--- config.mk ---
export PLATFORM = sky130hd
export DESIGN_NAME = address_region_table
export DESIGN_NICKNAME = d
export VERILOG_FILES = /design/src/hdl/art_pkg.sv /design/src/hdl/art_ram.sv /design/src/hdl/address_region_table.sv
export SDC_FILE = /design/constraint.sdc
export NUM_CORES = 2
export LEC_CHECK = 0
export BUFFER_PORTS_ARGS = -buffer_cell sky130_fd_sc_hd__buf_2
export CORE_ASPECT_RATIO = 0.5
export CORE_MARGIN = 4
export CORE_UTILIZATION = 45
export CTS_CLUSTER_DIAMETER = 200
export DETAILED_ROUTE_END_ITERATION = 10
export GPL_TIMING_DRIVEN = 0
export SLEW_MARGIN = 15
export SYNTH_ARGS = -nofsm -noshare
export SYNTH_HDL_FRONTEND = slang
export SYNTH_SLANG_ARGS = --single-unit
export TNS_END_PERCENT = 20
--- constraint.sdc ---
create_clock -name clock -period 14.7 [get_ports clock]
set_clock_uncertainty 0.15 [all_clocks]
set_input_delay 2.205 -clock clock [delete_from_list [all_inputs] [get_ports clock]]
set_output_delay 2.205 -clock clock [all_outputs]
set_load 0.1 [all_outputs]
--- src/hdl/art_pkg.sv ---
`default_nettype none
package art_pkg;

   localparam int MAX_REGIONS_DEF = 16;
   localparam int PAGE_W = 20;
   localparam int END_W = 21;
   localparam int COUNT_W = 21;
   localparam int ADDR_W = 32;
   localparam int OFF_W = 12;
   localparam logic [21:0] PAGE_LIMIT = 22'h100000;

   typedef enum logic [2:0] {
      KIND_INSERT = 3'd0,
      KIND_ALLOC = 3'd1,
      KIND_FREE = 3'd2,
      KIND_V2P = 3'd3,
      KIND_P2V = 3'd4
   } kind_type;

   typedef enum logic [2:0] {
      ST_OK = 3'd0,
      ST_NOT_FOUND = 3'd1,
      ST_FULL = 3'd2,
      ST_EXCEEDED = 3'd3,
      ST_ZERO = 3'd4
   } status_type;

   typedef struct packed {
      logic [PAGE_W-1:0] phys_base;
      logic [END_W-1:0] virt_end;
      logic [PAGE_W-1:0] virt_begin;
   } entry_type;

   localparam int ENTRY_W = $bits(entry_type);

endpackage
`default_nettype wire

--- src/hdl/art_ram.sv ---
`default_nettype none
module art_ram #(
   parameter int WIDTH = 8,
   parameter int DEPTH = 16
) (
   input wire logic clock,
   input wire logic wr_en,
   input wire logic [$clog2(DEPTH)-1:0] wr_addr,
   input wire logic [WIDTH-1:0] wr_data,
   input wire logic [$clog2(DEPTH)-1:0] rd_addr,
   output logic [WIDTH-1:0] rd_data
);

   logic [WIDTH-1:0] mem_ff [DEPTH];

   always_ff @(posedge clock) begin
      if (wr_en) begin
         mem_ff[wr_addr] <= wr_data;
      end
      rd_data <= mem_ff[rd_addr];
   end

endmodule
`default_nettype wire

--- src/hdl/address_region_table.sv ---
`default_nettype none
// Channel   Dir  Handshake              Payload
// request   in   req_tvalid/req_tready  tuser kind, tdata address/phys_address/page_count
// response  out  rsp_tvalid/rsp_tready  tuser status, tdata result_address
// csr       in   csr_write_enable       csr_write_data alloc_start_page
// One request at a time. A lookup scans the entries one by one through the
// registered table memory; insert, alloc and free also move entries one at a
// time to open or close a slot. Reset clears the region count; entries need no
// clearing. A held response does not block the next request, but that
// request's response waits until the held one is taken.
module address_region_table #(
   parameter int MAX_REGIONS = art_pkg::MAX_REGIONS_DEF
) (
   input wire logic clock,
   input wire logic reset,
   input wire logic req_tvalid,
   output logic req_tready,
   input wire logic [87:0] req_tdata,   // address, phys_address, page_count, zero pad
   input wire logic [2:0] req_tuser,    // kind
   output logic rsp_tvalid,
   input wire logic rsp_tready,
   output logic [31:0] rsp_tdata,       // result_address
   output logic [2:0] rsp_tuser,        // status
   input wire logic csr_write_enable,
   input wire logic [19:0] csr_write_data
);

   import art_pkg::*;

   localparam int CW = $clog2(MAX_REGIONS + 1);
   localparam int IW = $clog2(MAX_REGIONS);
   localparam logic [CW-1:0] MAX_CNT = CW'(MAX_REGIONS);

   typedef enum logic [8:0] {
      S_IDLE = 9'b000000001,
      S_RD   = 9'b000000010,
      S_EV   = 9'b000000100,
      S_ARD  = 9'b000001000,
      S_AEV  = 9'b000010000,
      S_MVRD = 9'b000100000,
      S_MVWR = 9'b001000000,
      S_PUT  = 9'b010000000,
      S_DONE = 9'b100000000
   } state_type;

   state_type state_ff, state_in;
   logic [2:0] kind_ff, kind_in;
   logic [ADDR_W-1:0] addr_ff, addr_in, paddr_ff, paddr_in;
   logic [COUNT_W-1:0] cnt_ff, cnt_in;
   logic [CW-1:0] count_ff, count_in, idx_ff, idx_in, pos_ff, pos_in;
   logic [END_W-1:0] nb_ff, nb_in;
   entry_type new_ff, new_in;
   logic [ADDR_W-1:0] res_ff, res_in;
   status_type st_ff, st_in;
   logic [PAGE_W-1:0] start_ff;
   logic rsp_valid_ff, rsp_valid_in;
   logic [ADDR_W-1:0] rsp_data_ff, rsp_data_in;
   logic [2:0] rsp_user_ff, rsp_user_in;

   logic wr_en;
   logic [IW-1:0] wr_addr, rd_addr;
   entry_type wr_data, rd_data;

   logic [PAGE_W-1:0] vpage, ppage;
   logic hit_virt, hit_phys, last_pair, overlap, shift_down;
   logic [21:0] ne, pend;
   logic [CW:0] idx_p1, idx_p2;

   art_ram #(.WIDTH(ENTRY_W), .DEPTH(MAX_REGIONS)) u_ram (
      .clock(clock), .wr_en(wr_en), .wr_addr(wr_addr), .wr_data(wr_data),
      .rd_addr(rd_addr), .rd_data(rd_data)
   );

   assign vpage = addr_ff[ADDR_W-1:OFF_W];
   assign ppage = paddr_ff[ADDR_W-1:OFF_W];
   assign shift_down = (kind_ff == KIND_FREE);
   assign idx_p1 = {1'b0, idx_ff} + 1'b1;
   assign idx_p2 = {1'b0, idx_ff} + 2'd2;
   assign hit_virt = (vpage >= rd_data.virt_begin) && ({1'b0, vpage} < rd_data.virt_end);
   assign pend = (rd_data.virt_end >= {1'b0, rd_data.virt_begin}) ?
                 22'(rd_data.phys_base) + 22'(rd_data.virt_end)
                 - 22'(rd_data.virt_begin) : 22'(rd_data.phys_base);
   assign hit_phys = (ppage >= rd_data.phys_base) && (22'(ppage) < pend);
   assign ne = 22'(nb_ff) + 22'(cnt_ff);
   assign last_pair = (idx_p1 >= {1'b0, count_ff});
   assign overlap = (nb_ff < rd_data.virt_end) && (22'(rd_data.virt_begin) < ne);

   always_comb begin
      rd_addr = idx_ff[IW-1:0];
      case (state_ff)
         S_ARD: rd_addr = idx_p1[IW-1:0];
         S_MVRD: rd_addr = shift_down ? idx_p1[IW-1:0] : IW'(idx_ff - 1'b1);
         default: rd_addr = idx_ff[IW-1:0];
      endcase
      wr_en = (state_ff == S_MVWR) || (state_ff == S_PUT);
      wr_addr = (state_ff == S_PUT) ? pos_ff[IW-1:0] : idx_ff[IW-1:0];
      wr_data = (state_ff == S_PUT) ? new_ff : rd_data;
   end

   always_comb begin
      logic [21:0] pend_in, vend_in;
      logic decide;
      logic [CW-1:0] up_pos;
      pend_in = 22'(req_tdata[63:44]) + 22'(req_tdata[84:64]);
      vend_in = 22'(req_tdata[31:12]) + 22'(req_tdata[84:64]);
      decide = 1'b0;
      up_pos = '0;
      state_in = state_ff;
      kind_in = kind_ff;
      addr_in = addr_ff;
      paddr_in = paddr_ff;
      cnt_in = cnt_ff;
      count_in = count_ff;
      idx_in = idx_ff;
      pos_in = pos_ff;
      nb_in = nb_ff;
      new_in = new_ff;
      res_in = res_ff;
      st_in = st_ff;
      rsp_valid_in = rsp_valid_ff && !rsp_tready;
      rsp_data_in = rsp_data_ff;
      rsp_user_in = rsp_user_ff;

      case (state_ff)
         S_IDLE: begin
            if (req_tvalid) begin
               kind_in = req_tuser;
               addr_in = req_tdata[31:0];
               paddr_in = req_tdata[63:32];
               cnt_in = req_tdata[84:64];
               idx_in = '0;
               res_in = '0;
               st_in = ST_NOT_FOUND;
               state_in = S_RD;
               if (req_tuser == KIND_INSERT || req_tuser == KIND_ALLOC) begin
                  if (req_tdata[84:64] == '0) begin
                     st_in = ST_ZERO;
                     state_in = S_DONE;
                  end else if (count_ff >= MAX_CNT) begin
                     st_in = ST_FULL;
                     state_in = S_DONE;
                  end else if (pend_in > PAGE_LIMIT ||
                               (req_tuser == KIND_INSERT && vend_in > PAGE_LIMIT)) begin
                     st_in = ST_EXCEEDED;
                     state_in = S_DONE;
                  end
               end else if (req_tuser != KIND_FREE && req_tuser != KIND_V2P &&
                            req_tuser != KIND_P2V) begin
                  state_in = S_DONE;
               end
            end
         end
         S_RD: begin
            if (idx_ff >= count_ff) begin
               if (kind_ff == KIND_INSERT) begin
                  new_in = '{phys_base: ppage, virt_end: END_W'(22'(vpage) + 22'(cnt_ff)),
                             virt_begin: vpage};
                  pos_in = count_ff;
                  idx_in = count_ff;
                  state_in = S_PUT;
               end else begin
                  state_in = S_DONE;
               end
            end else begin
               state_in = S_EV;
            end
         end
         S_EV: begin
            idx_in = CW'(idx_p1);
            state_in = S_RD;
            case (kind_ff)
               KIND_INSERT: begin
                  if (vpage <= rd_data.virt_begin) begin
                     new_in = '{phys_base: ppage,
                                virt_end: END_W'(22'(vpage) + 22'(cnt_ff)),
                                virt_begin: vpage};
                     pos_in = idx_ff;
                     idx_in = count_ff;
                     state_in = (count_ff > idx_ff) ? S_MVRD : S_PUT;
                  end
               end
               KIND_ALLOC: begin
                  if (rd_data.virt_begin >= start_ff) begin
                     nb_in = rd_data.virt_end;
                     idx_in = idx_ff;
                     state_in = S_ARD;
                  end
               end
               KIND_FREE: begin
                  if (hit_virt) begin
                     pos_in = idx_ff;
                     idx_in = idx_ff;
                     if (idx_p1 < {1'b0, count_ff}) begin
                        state_in = S_MVRD;
                     end else begin
                        count_in = count_ff - 1'b1;
                        st_in = ST_OK;
                        state_in = S_DONE;
                     end
                  end
               end
               KIND_V2P: begin
                  if (hit_virt) begin
                     res_in = addr_ff - {rd_data.virt_begin, 12'h000}
                              + {rd_data.phys_base, 12'h000};
                     st_in = ST_OK;
                     state_in = S_DONE;
                  end
               end
               KIND_P2V: begin
                  if (hit_phys) begin
                     res_in = addr_ff - {rd_data.phys_base, 12'h000}
                              + {rd_data.virt_begin, 12'h000};
                     st_in = ST_OK;
                     state_in = S_DONE;
                  end
               end
               default: state_in = S_DONE;
            endcase
         end
         S_ARD: begin
            if (last_pair) begin
               decide = 1'b1;
            end else begin
               state_in = S_AEV;
            end
         end
         S_AEV: begin
            if (overlap) begin
               idx_in = CW'(idx_p1);
               nb_in = rd_data.virt_end;
               state_in = S_ARD;
            end else begin
               decide = 1'b1;
            end
         end
         S_MVRD: state_in = S_MVWR;
         S_MVWR: begin
            if (shift_down) begin
               idx_in = CW'(idx_p1);
               if (idx_p2 < {1'b0, count_ff}) begin
                  state_in = S_MVRD;
               end else begin
                  count_in = count_ff - 1'b1;
                  st_in = ST_OK;
                  state_in = S_DONE;
               end
            end else begin
               idx_in = idx_ff - 1'b1;
               state_in = ((idx_ff - 1'b1) > pos_ff) ? S_MVRD : S_PUT;
            end
         end
         S_PUT: begin
            count_in = count_ff + 1'b1;
            st_in = ST_OK;
            state_in = S_DONE;
         end
         S_DONE: begin
            if (!rsp_valid_ff || rsp_tready) begin
               rsp_valid_in = 1'b1;
               rsp_data_in = res_ff;
               rsp_user_in = st_ff;
               state_in = S_IDLE;
            end
         end
         default: state_in = S_IDLE;
      endcase

      // The alloc candidate right after the current region is accepted, unless it runs past the page limit.
      if (decide) begin
         up_pos = CW'(idx_p1);
         if (ne > PAGE_LIMIT) begin
            st_in = ST_EXCEEDED;
            state_in = S_DONE;
         end else begin
            new_in = '{phys_base: ppage, virt_end: END_W'(ne), virt_begin: nb_ff[19:0]};
            res_in = {nb_ff[19:0], paddr_ff[11:0]};
            pos_in = up_pos;
            idx_in = count_ff;
            state_in = (count_ff > up_pos) ? S_MVRD : S_PUT;
         end
      end
   end

   always_ff @(posedge clock) begin
      if (reset) begin
         state_ff <= S_IDLE;
         count_ff <= '0;
         start_ff <= '0;
         rsp_valid_ff <= 1'b0;
      end else begin
         state_ff <= state_in;
         count_ff <= count_in;
         rsp_valid_ff <= rsp_valid_in;
         if (csr_write_enable) begin
            start_ff <= csr_write_data;
         end
      end
      kind_ff <= kind_in;
      addr_ff <= addr_in;
      paddr_ff <= paddr_in;
      cnt_ff <= cnt_in;
      idx_ff <= idx_in;
      pos_ff <= pos_in;
      nb_ff <= nb_in;
      new_ff <= new_in;
      res_ff <= res_in;
      st_ff <= st_in;
      rsp_data_ff <= rsp_data_in;
      rsp_user_ff <= rsp_user_in;
   end

   assign req_tready = (state_ff == S_IDLE);
   assign rsp_tvalid = rsp_valid_ff;
   assign rsp_tdata = rsp_data_ff;
   assign rsp_tuser = rsp_user_ff;

`ifndef ASSERT_OFF
   a_count_max: assert property (@(posedge clock) disable iff (reset)
      count_ff <= MAX_CNT) else $error("region count above table size");
   a_rsp_from_done: assert property (@(posedge clock) disable iff (reset)
      $rose(rsp_valid_ff) |-> $past(state_ff == S_DONE))
      else $error("response raised outside completion");
   a_move_in_range: assert property (@(posedge clock) disable iff (reset)
      (state_ff == S_MVWR) |-> (idx_ff < MAX_CNT))
      else $error("entry move outside table");
   a_count_step: assert property (@(posedge clock) disable iff (reset)
      (count_ff != $past(count_ff)) |-> ($past(state_ff) != S_IDLE))
      else $error("region count changed while idle");
`endif

endmodule
`default_nettype wire

## After elaboration in Yosys (flattened, before gate mapping)

Memory sizes are Yosys's and may differ from the RTL's. A register that Yosys moved wholly into a read port is not among the register bits.
Cells that the tools add are included.

| storage, ports and cells | value |
|---|---|
| logic and storage cells | 203 |
| memories kept | 1 |
| output and inout port bits | 37 |
| bits in registers | 285 |
| input bits | 116 |
| bits in writable memories | 976 |

Memories:

| memory | words | width | read ports | clocked after Yosys merged registers in | wr ports | line | source |
|---|---|---|---|---|---|---|---|
| u_ram.mem_ff | 16 | 61 | 1 | 1 | 1 | art_ram.sv:14 | `logic [WIDTH-1:0] mem_ff [DEPTH];` |

| operators by class | value |
|---|---|
| eq/ne operators | 29 |
| add/sub/neg operators | 15 |
| mux-type cells | 97 |
| magnitude comparators | 20 |
| reductions and logical operators | 23 |

Operators with widths:

| cell | count |
|---|---|
| 2-to-1 mux 61 bit | 7 |
| 2-to-1 mux 9 bit | 19 |
| 2-to-1 mux 32 bit | 5 |
| case mux 32 bit (2 select lines) | 2 |
| case mux 61 bit (2 select lines) | 1 |
| 2-to-1 mux 5 bit | 21 |
| case mux 9 bit (9 select lines) | 1 |
| adder 20 x 21 -> 22 bit | 3 |
| > comparator 22 x 21 -> 1 bit (second input constant) | 3 |
| adder 32 bit | 2 |
| subtractor 32 bit | 2 |
| 2-to-1 mux 21 bit | 3 |
| >= comparator 20 bit | 3 |
| case mux 9 bit (5 select lines) | 1 |
| < comparator 20 x 22 -> 1 bit | 2 |
| case mux 21 bit (2 select lines) | 1 |
| 2-to-1 mux 3 bit | 11 |
| 2-to-1 mux 8 bit | 4 |
| case mux 5 bit (3 select lines) | 2 |
| case mux 5 bit (5 select lines) | 1 |
| adder 21 x 21 -> 22 bit | 1 |
| 2-to-1 mux 22 bit | 1 |
| subtractor 22 x 20 -> 22 bit | 1 |
| adder 20 x 21 -> 21 bit | 1 |
| 47 further kinds | 86 |

## Depth between registers and ports, before layout

| logic depth | value |
|---|---|
| word-level depth | 12 |
| depth in mapped cells | 30 |
| depth with buffers taken out | 28 |

## Hierarchy

From an unflattened synthesis, not the netlist that was laid out.

| second synthesis, totals | value |
|---|---|
| cell total of the unflattened synthesis | 4503 |
| area, all modules | 63868.8 sq um |

By module, submodules not included:

| module | instances | cells each | area an instance (sq um) | seq. area each (sq um) |
|---|---|---|---|---|
| art_ram | 1 | 1572 | 37762.5 | 30529.3 |
| address_region_table | 1 | 2931 | 26106.3 | 7146.9 |

## Least setup slack after synthesis

Ideal clock, no wire load.

| timing path | value |
|---|---|
| path type | reg2reg |
| start | reg u_ram.rd_data[31] (read register of u_ram.mem_ff) |
| end | reg res_ff[1] |
| slack | 8957 ps |
| period minus slack after synthesis | 5743 ps |
| arrival time | 5473 ps |
| library setup time | 121 ps |
| stages on the path, launching flop included | 30 |
| cells stage by stage | dfxtp_1 > inv_1 > fa_1 > inv_1 > ha_1 > a2111oi_0 > inv_1 > a211o_1 > a41oi_1 > o21bai_1 > a21o_1 > a21oi_1 > o21bai_1 > a21oi_1 > xnor2_1 > a21oi_1 > ha_1 > nand4_1 > nor2_1 > nand3_1 > o21bai_1 > a221oi_1 > o41ai_1 > o22ai_1 > and2_1 > buf_2 > o21ai_2 > buf_4 > mux2i_1 > mux2_2 |

| between the ends | value |
|---|---|
| cells in the longest elaborated chain, start to end | 10 |
| elaborated cells on any way between the ends | 18 |

RTL lines:

| element | line | source |
|---|---|---|
| start, declared | art_ram.sv:11 | `output logic [WIDTH-1:0] rd_data` |
| adder 20 x 21 -> 22 bit | address_region_table.sv:81 | `22'(rd_data.phys_base) + 22'(rd_data.virt_end)` |
| subtractor 22 x 20 -> 22 bit | address_region_table.sv:82 | `- 22'(rd_data.virt_begin) : 22'(rd_data.phys_base);` |
| 2-to-1 mux 22 bit | address_region_table.sv:80 | `assign pend = (rd_data.virt_end >= {1'b0, rd_data.virt_begin}) ?` |
| < comparator 20 x 22 -> 1 bit | address_region_table.sv:83 | `assign hit_phys = (ppage >= rd_data.phys_base) && (22'(ppage) < pend);` |
| logical AND 1 bit | address_region_table.sv:83 |  |
| 2-to-1 mux 32 bit | address_region_table.sv:211 | `if (hit_phys) begin` |
| case mux 32 bit (2 select lines) | address_region_table.sv:171 | `case (kind_ff)` |
| case mux 32 bit (2 select lines) | address_region_table.sv:124 | `case (state_ff)` |
| 2-to-1 mux 32 bit | address_region_table.sv:272 | `if (ne > PAGE_LIMIT) begin` |
| 2-to-1 mux 32 bit (*) | address_region_table.sv:270 | `if (decide) begin` |
| via res_in[1] | address_region_table.sv:53 | `logic [ADDR_W-1:0] res_ff, res_in;` |
| end signal, assigned | address_region_table.sv:307 | `res_ff <= res_in;` |
| end, declared | address_region_table.sv:53 |  |

The timed path passes the listed nets; every way through them passes the cells marked *.
A chain may end at the register's enable or synchronous reset.

## Worst setup path after layout

| timing path | value |
|---|---|
| start | reg u_ram.rd_data[52] (read register of u_ram.mem_ff) |
| end | reg res_ff[0] |

| between the ends | value |
|---|---|
| cells in the longest elaborated chain, start to end | 10 |
| elaborated cells on any way between the ends | 11 |

RTL lines:

| element | line |
|---|---|
| adder 20 x 21 -> 22 bit | address_region_table.sv:81 |
| subtractor 22 x 20 -> 22 bit | address_region_table.sv:82 |
| 2-to-1 mux 22 bit | address_region_table.sv:80 |
| < comparator 20 x 22 -> 1 bit | address_region_table.sv:83 |
| logical AND 1 bit (*) | address_region_table.sv:83 |
| 2-to-1 mux 32 bit (*) | address_region_table.sv:211 |
| case mux 32 bit (2 select lines) (*) | address_region_table.sv:171 |
| case mux 32 bit (2 select lines) (*) | address_region_table.sv:124 |
| 2-to-1 mux 32 bit | address_region_table.sv:272 |
| 2-to-1 mux 32 bit (*) | address_region_table.sv:270 |
| via res_in[0] | address_region_table.sv:53 |

Marked as above.

==> summary.md <==
| Metric | Value |
|---|---|
| Die W | approximately 540 microns |
| RSZ-0062 raised after global routing | no |
| Slowest stage delay, CP | 0.81 ns |
| Sequential share of power | 32.9% |
| Die Area | roughly 150000 sq um |
| Clock H-tree levels | 3 |
| GRT Residual Overflow | 0 |
| Via/cell ratio | between 6 and 7 |
| Core box area | between 100000 and 150000 sq um |
| Main area contributors after synthesis | edfxtp_1, mux4_2, ha_1 |
| Leak | roughly 0.026 uW |
| CTS resizes | 0 |
| Area delta synth->final | 14.3% |
| Logic pwr share | between 40% and 50% |
| # setup viols final | 0 |
| Inst Count DP | 6551 |
| GP Congestion | 1.03 |
| TritonCTS Buffers | roughly 120 |
| Reg clk slew, reported paths | ~0.070 ns |
| Ant. Diodes | 0 |
| CTS tree | done |
| Final ANT Viol Nets | 0 |
| NetSw | about 6900 uW |
| Switching portion of total power | ~42% |
| Largest net degree at the start of global routing | 66 |
| Cell with the most instances after synthesis | edfxtp_1 |
| Final count of hold timing violations | 0 |
| Initial DRC Count | approximately 5700 |
| Delay-heaviest family, CP | compound AO/OA/AOI/OAI gates |
| CP Class | flip-flop to flip-flop |
| Worst Tran Pin Value | 1.31 ns |
| Synth warn | 0 |
| Critical path endpoint category | flip-flop |
| Post-synth EDFFs | 1120 |
| Worst path slowest cell | a2111oi_0 |
| CTS root buf | clkbuf_16 |
| Relative slew slack | between 10% and 20% |
| Postcts setup bufs | 0 |
| CP Data Arrival Time | approximately 8.7 ns |
| Initial antenna violation count | 8 |
| Fraction of layout cells with a size suffix above 1 | roughly 18% |
| M1 GR Usage | a little over two fifths |
| Worst-Skew Late Latency | about 0.76 ns |
| M2 GR Usage | 41.4% |
| Final min period | 8.21 ns |
| Post-synthesis sequential area ratio | between 50% and 60% |
| Final critical-path share of the clock period | 55.8% |
| Post-Syn Nets | 4945 |
| CP max FO | 10 |
| Finished Layout Cells | 6774 |
| NumNets Final | around 5300 |
| Post-Route WL | 211 mm |
| Top_reg_cell synth | edfxtp_1 |
| Chip height | roughly 270 microns |
| Clk network pwr share | 19.4% |
| Vias post-DR | 42000 |
| Hold Path Class | flip-flop to flip-flop |
| CP Buf/Inv Count | 5 |
| Drt wl/cell | between 30 and 40 microns |
| Yosys cell types | slightly below 100 |
| Port bufs | 148 |
| Status | finished, final reports clean |
| I/O pins | 153 |
| Async SR Flop Fraction | 0% |
| Num rows | just under 100 |
| CTS hold repair buffers | 0 |
| Initial Utilization | 45.4% |
| Drt drc | 0 |
| Setup_tns | 0 ns |
| First-pass GRT wire length | around 300 mm |
| Filler Cell Count | between 10000 and 15000 |
| PwrDens | 226 nW/um^2 |
| Synth area leader | edfxtp_1 |
| Vias in the first global route | slightly above 40000 |
| Synth cell count leaders | edfxtp_1, ha_1, mux4_2 |
| Critical path launch point type | flip-flop |
| Max-cap violation count | 0 |
| Yosys top cell area share | between 50 and 60% |
| CTS Buffer Depth | 3 |
| Post-DP HPWL | roughly 160 mm |
| Mapped cell area | roughly 64000 sq um |
| Max VDD drop | approximately 0.16 mV |
| Internal power | approximately 9500 uW |
| Highest clock rate | around 120 MHz |
| Yosys reg bits | around 1300 |
| Post-Syn Area per Cell | approximately 14 sq um |
| Drt first pass iters | 6 |
| Final max-slew violation count | 0 |
| Clk sinks | 1322 |
| GR peak layer | met1 |
| Post-Synthesis Cells | about 4400 |
| All-Layer GR Usage | between 20 and 30% |
| Critical Path RT | between 15 and 20 ns |
| Global-route met3 utilization | under 10% |
-- final cells by class --
type                            count  area (sq um)  share of cell area [%]
Timing Repair Buffer              248          2480                    3.41
Buffer                            155           653                   0.898
Multi-Input combinational cell   2659         24500                    33.7
Clock buffer                      148          3230                    4.44
Tap cell                         1881          2350                    3.24
Sequential cell                  1322         37700                    51.8
Inverter                          288          1080                    1.49
Clock inverter                     73           749                    1.03
-- cells in the final DEF, fill, tap and decap left out, types with 28 or more instances in the layout --
cell type  count
buf_2        175
nand3_1       49
o21ai_0      119
mux4_2       305
a211oi_1      51
a21oi_1      287
clkbuf_1     120
nand2_1      235
nor3_1        36
buf_12        36
inv_1        286
nand4_1       33
dfxtp_1      202
xor2_1        43
mux2i_1       31
xnor2_1       79
and3_1        28
a31oi_1       30
o21ai_2       30
nand2b_1      31
edfxtp_1    1120
a21o_1       100
o21ai_1       52
ha_1         342
clkbuf_16    123
nor2b_1       31
nor2_1       245
fa_1          63
-- cell families after synthesis --
kind of cell,Yosys count,share of synthesized area (%)
and+or+nand+nor,812,6.06
AOI/OAI and AO/OA,954,9.71
buffers and inverters,443,2.72
xor gates and xnor gates,125,1.74
muxes,363,11.8
DFF,1322,59.2
adders and majority gates,405,8.71
-- sequential cells by signal, indices dropped and copies added, names as in the netlist, 5 cells and up --
register and flops:
idx_ff 5, res_ff 32, rsp_tdata 32, count_ff 5
pos_ff 5, new_ff 61, u_ram.mem_ff 976, state_ff 9
paddr_ff 32, start_ff 20, addr_ff 32, u_ram.rd_data 61
nb_ff 21, cnt_ff 21
-- power by group through the flow --
stage	registers, uW	logic [uW]	clock network (uW)
final	5400	7840	3190
after global routing	5390	8540	3400
after CTS	5360	7700	3230
after detailed placement	5430	7650	0
after global placement	5490	7310	0
after floorplan	5110	5170	0
-- worst register-to-register path: cells and delay by family (launching register included) --
family | cells | cell delay [ns]
buffers and inverters | 5 | 1.31
adder cells (fa/ha/maj) | 3 | 1.29
AO/OA/AOI/OAI | 13 | 3.85
AND/OR/NAND/NOR | 5 | 0.57
XOR/XNOR | 1 | 0.15
flip-flops | 1 | 0.76
-- worst paths after layout --
| kind | start | to | slack, ns | depth (start not counted) |
|---|---|---|---|---|
| max | u_ram.rd_data[52] | res_ff[0] | 6.49 | 27 |
| min | res_ff[6] | rsp_tdata[6] | 0.29 | 0 |
| max reg2reg | u_ram.rd_data[52] | res_ff[0] | 6.49 | 27 |
| min reg2reg | res_ff[6] | rsp_tdata[6] | 0.29 | 0 |
-- stage by stage --
stage	area (sq um)	setup slack, ns	hold WS [ns]	utilization [%]	power (uW)
after floorplan	63600	8.96	0.252	-	10300
after global placement	66700	4.66	0.262	47.6	12800
after detailed placement	68700	6.85	0.271	49.0	13100
after CTS	72700	6.80	0.288	51.8	16300
after global routing	72700	6.17	0.293	51.9	17300
final	72700	6.49	0.288	51.9	16400
-- per-layer routing --
| layer | routed length, microns | part of all wire (%) |
|---|---|---|
| met4 | 7180 | 3.4 |
| met3 | 23400 | 11 |
| met5 | 13 | 0.0062 |
| met2 | 89100 | 42 |
| met1 | 91000 | 43 |
(Power assumes the default switching activity.)
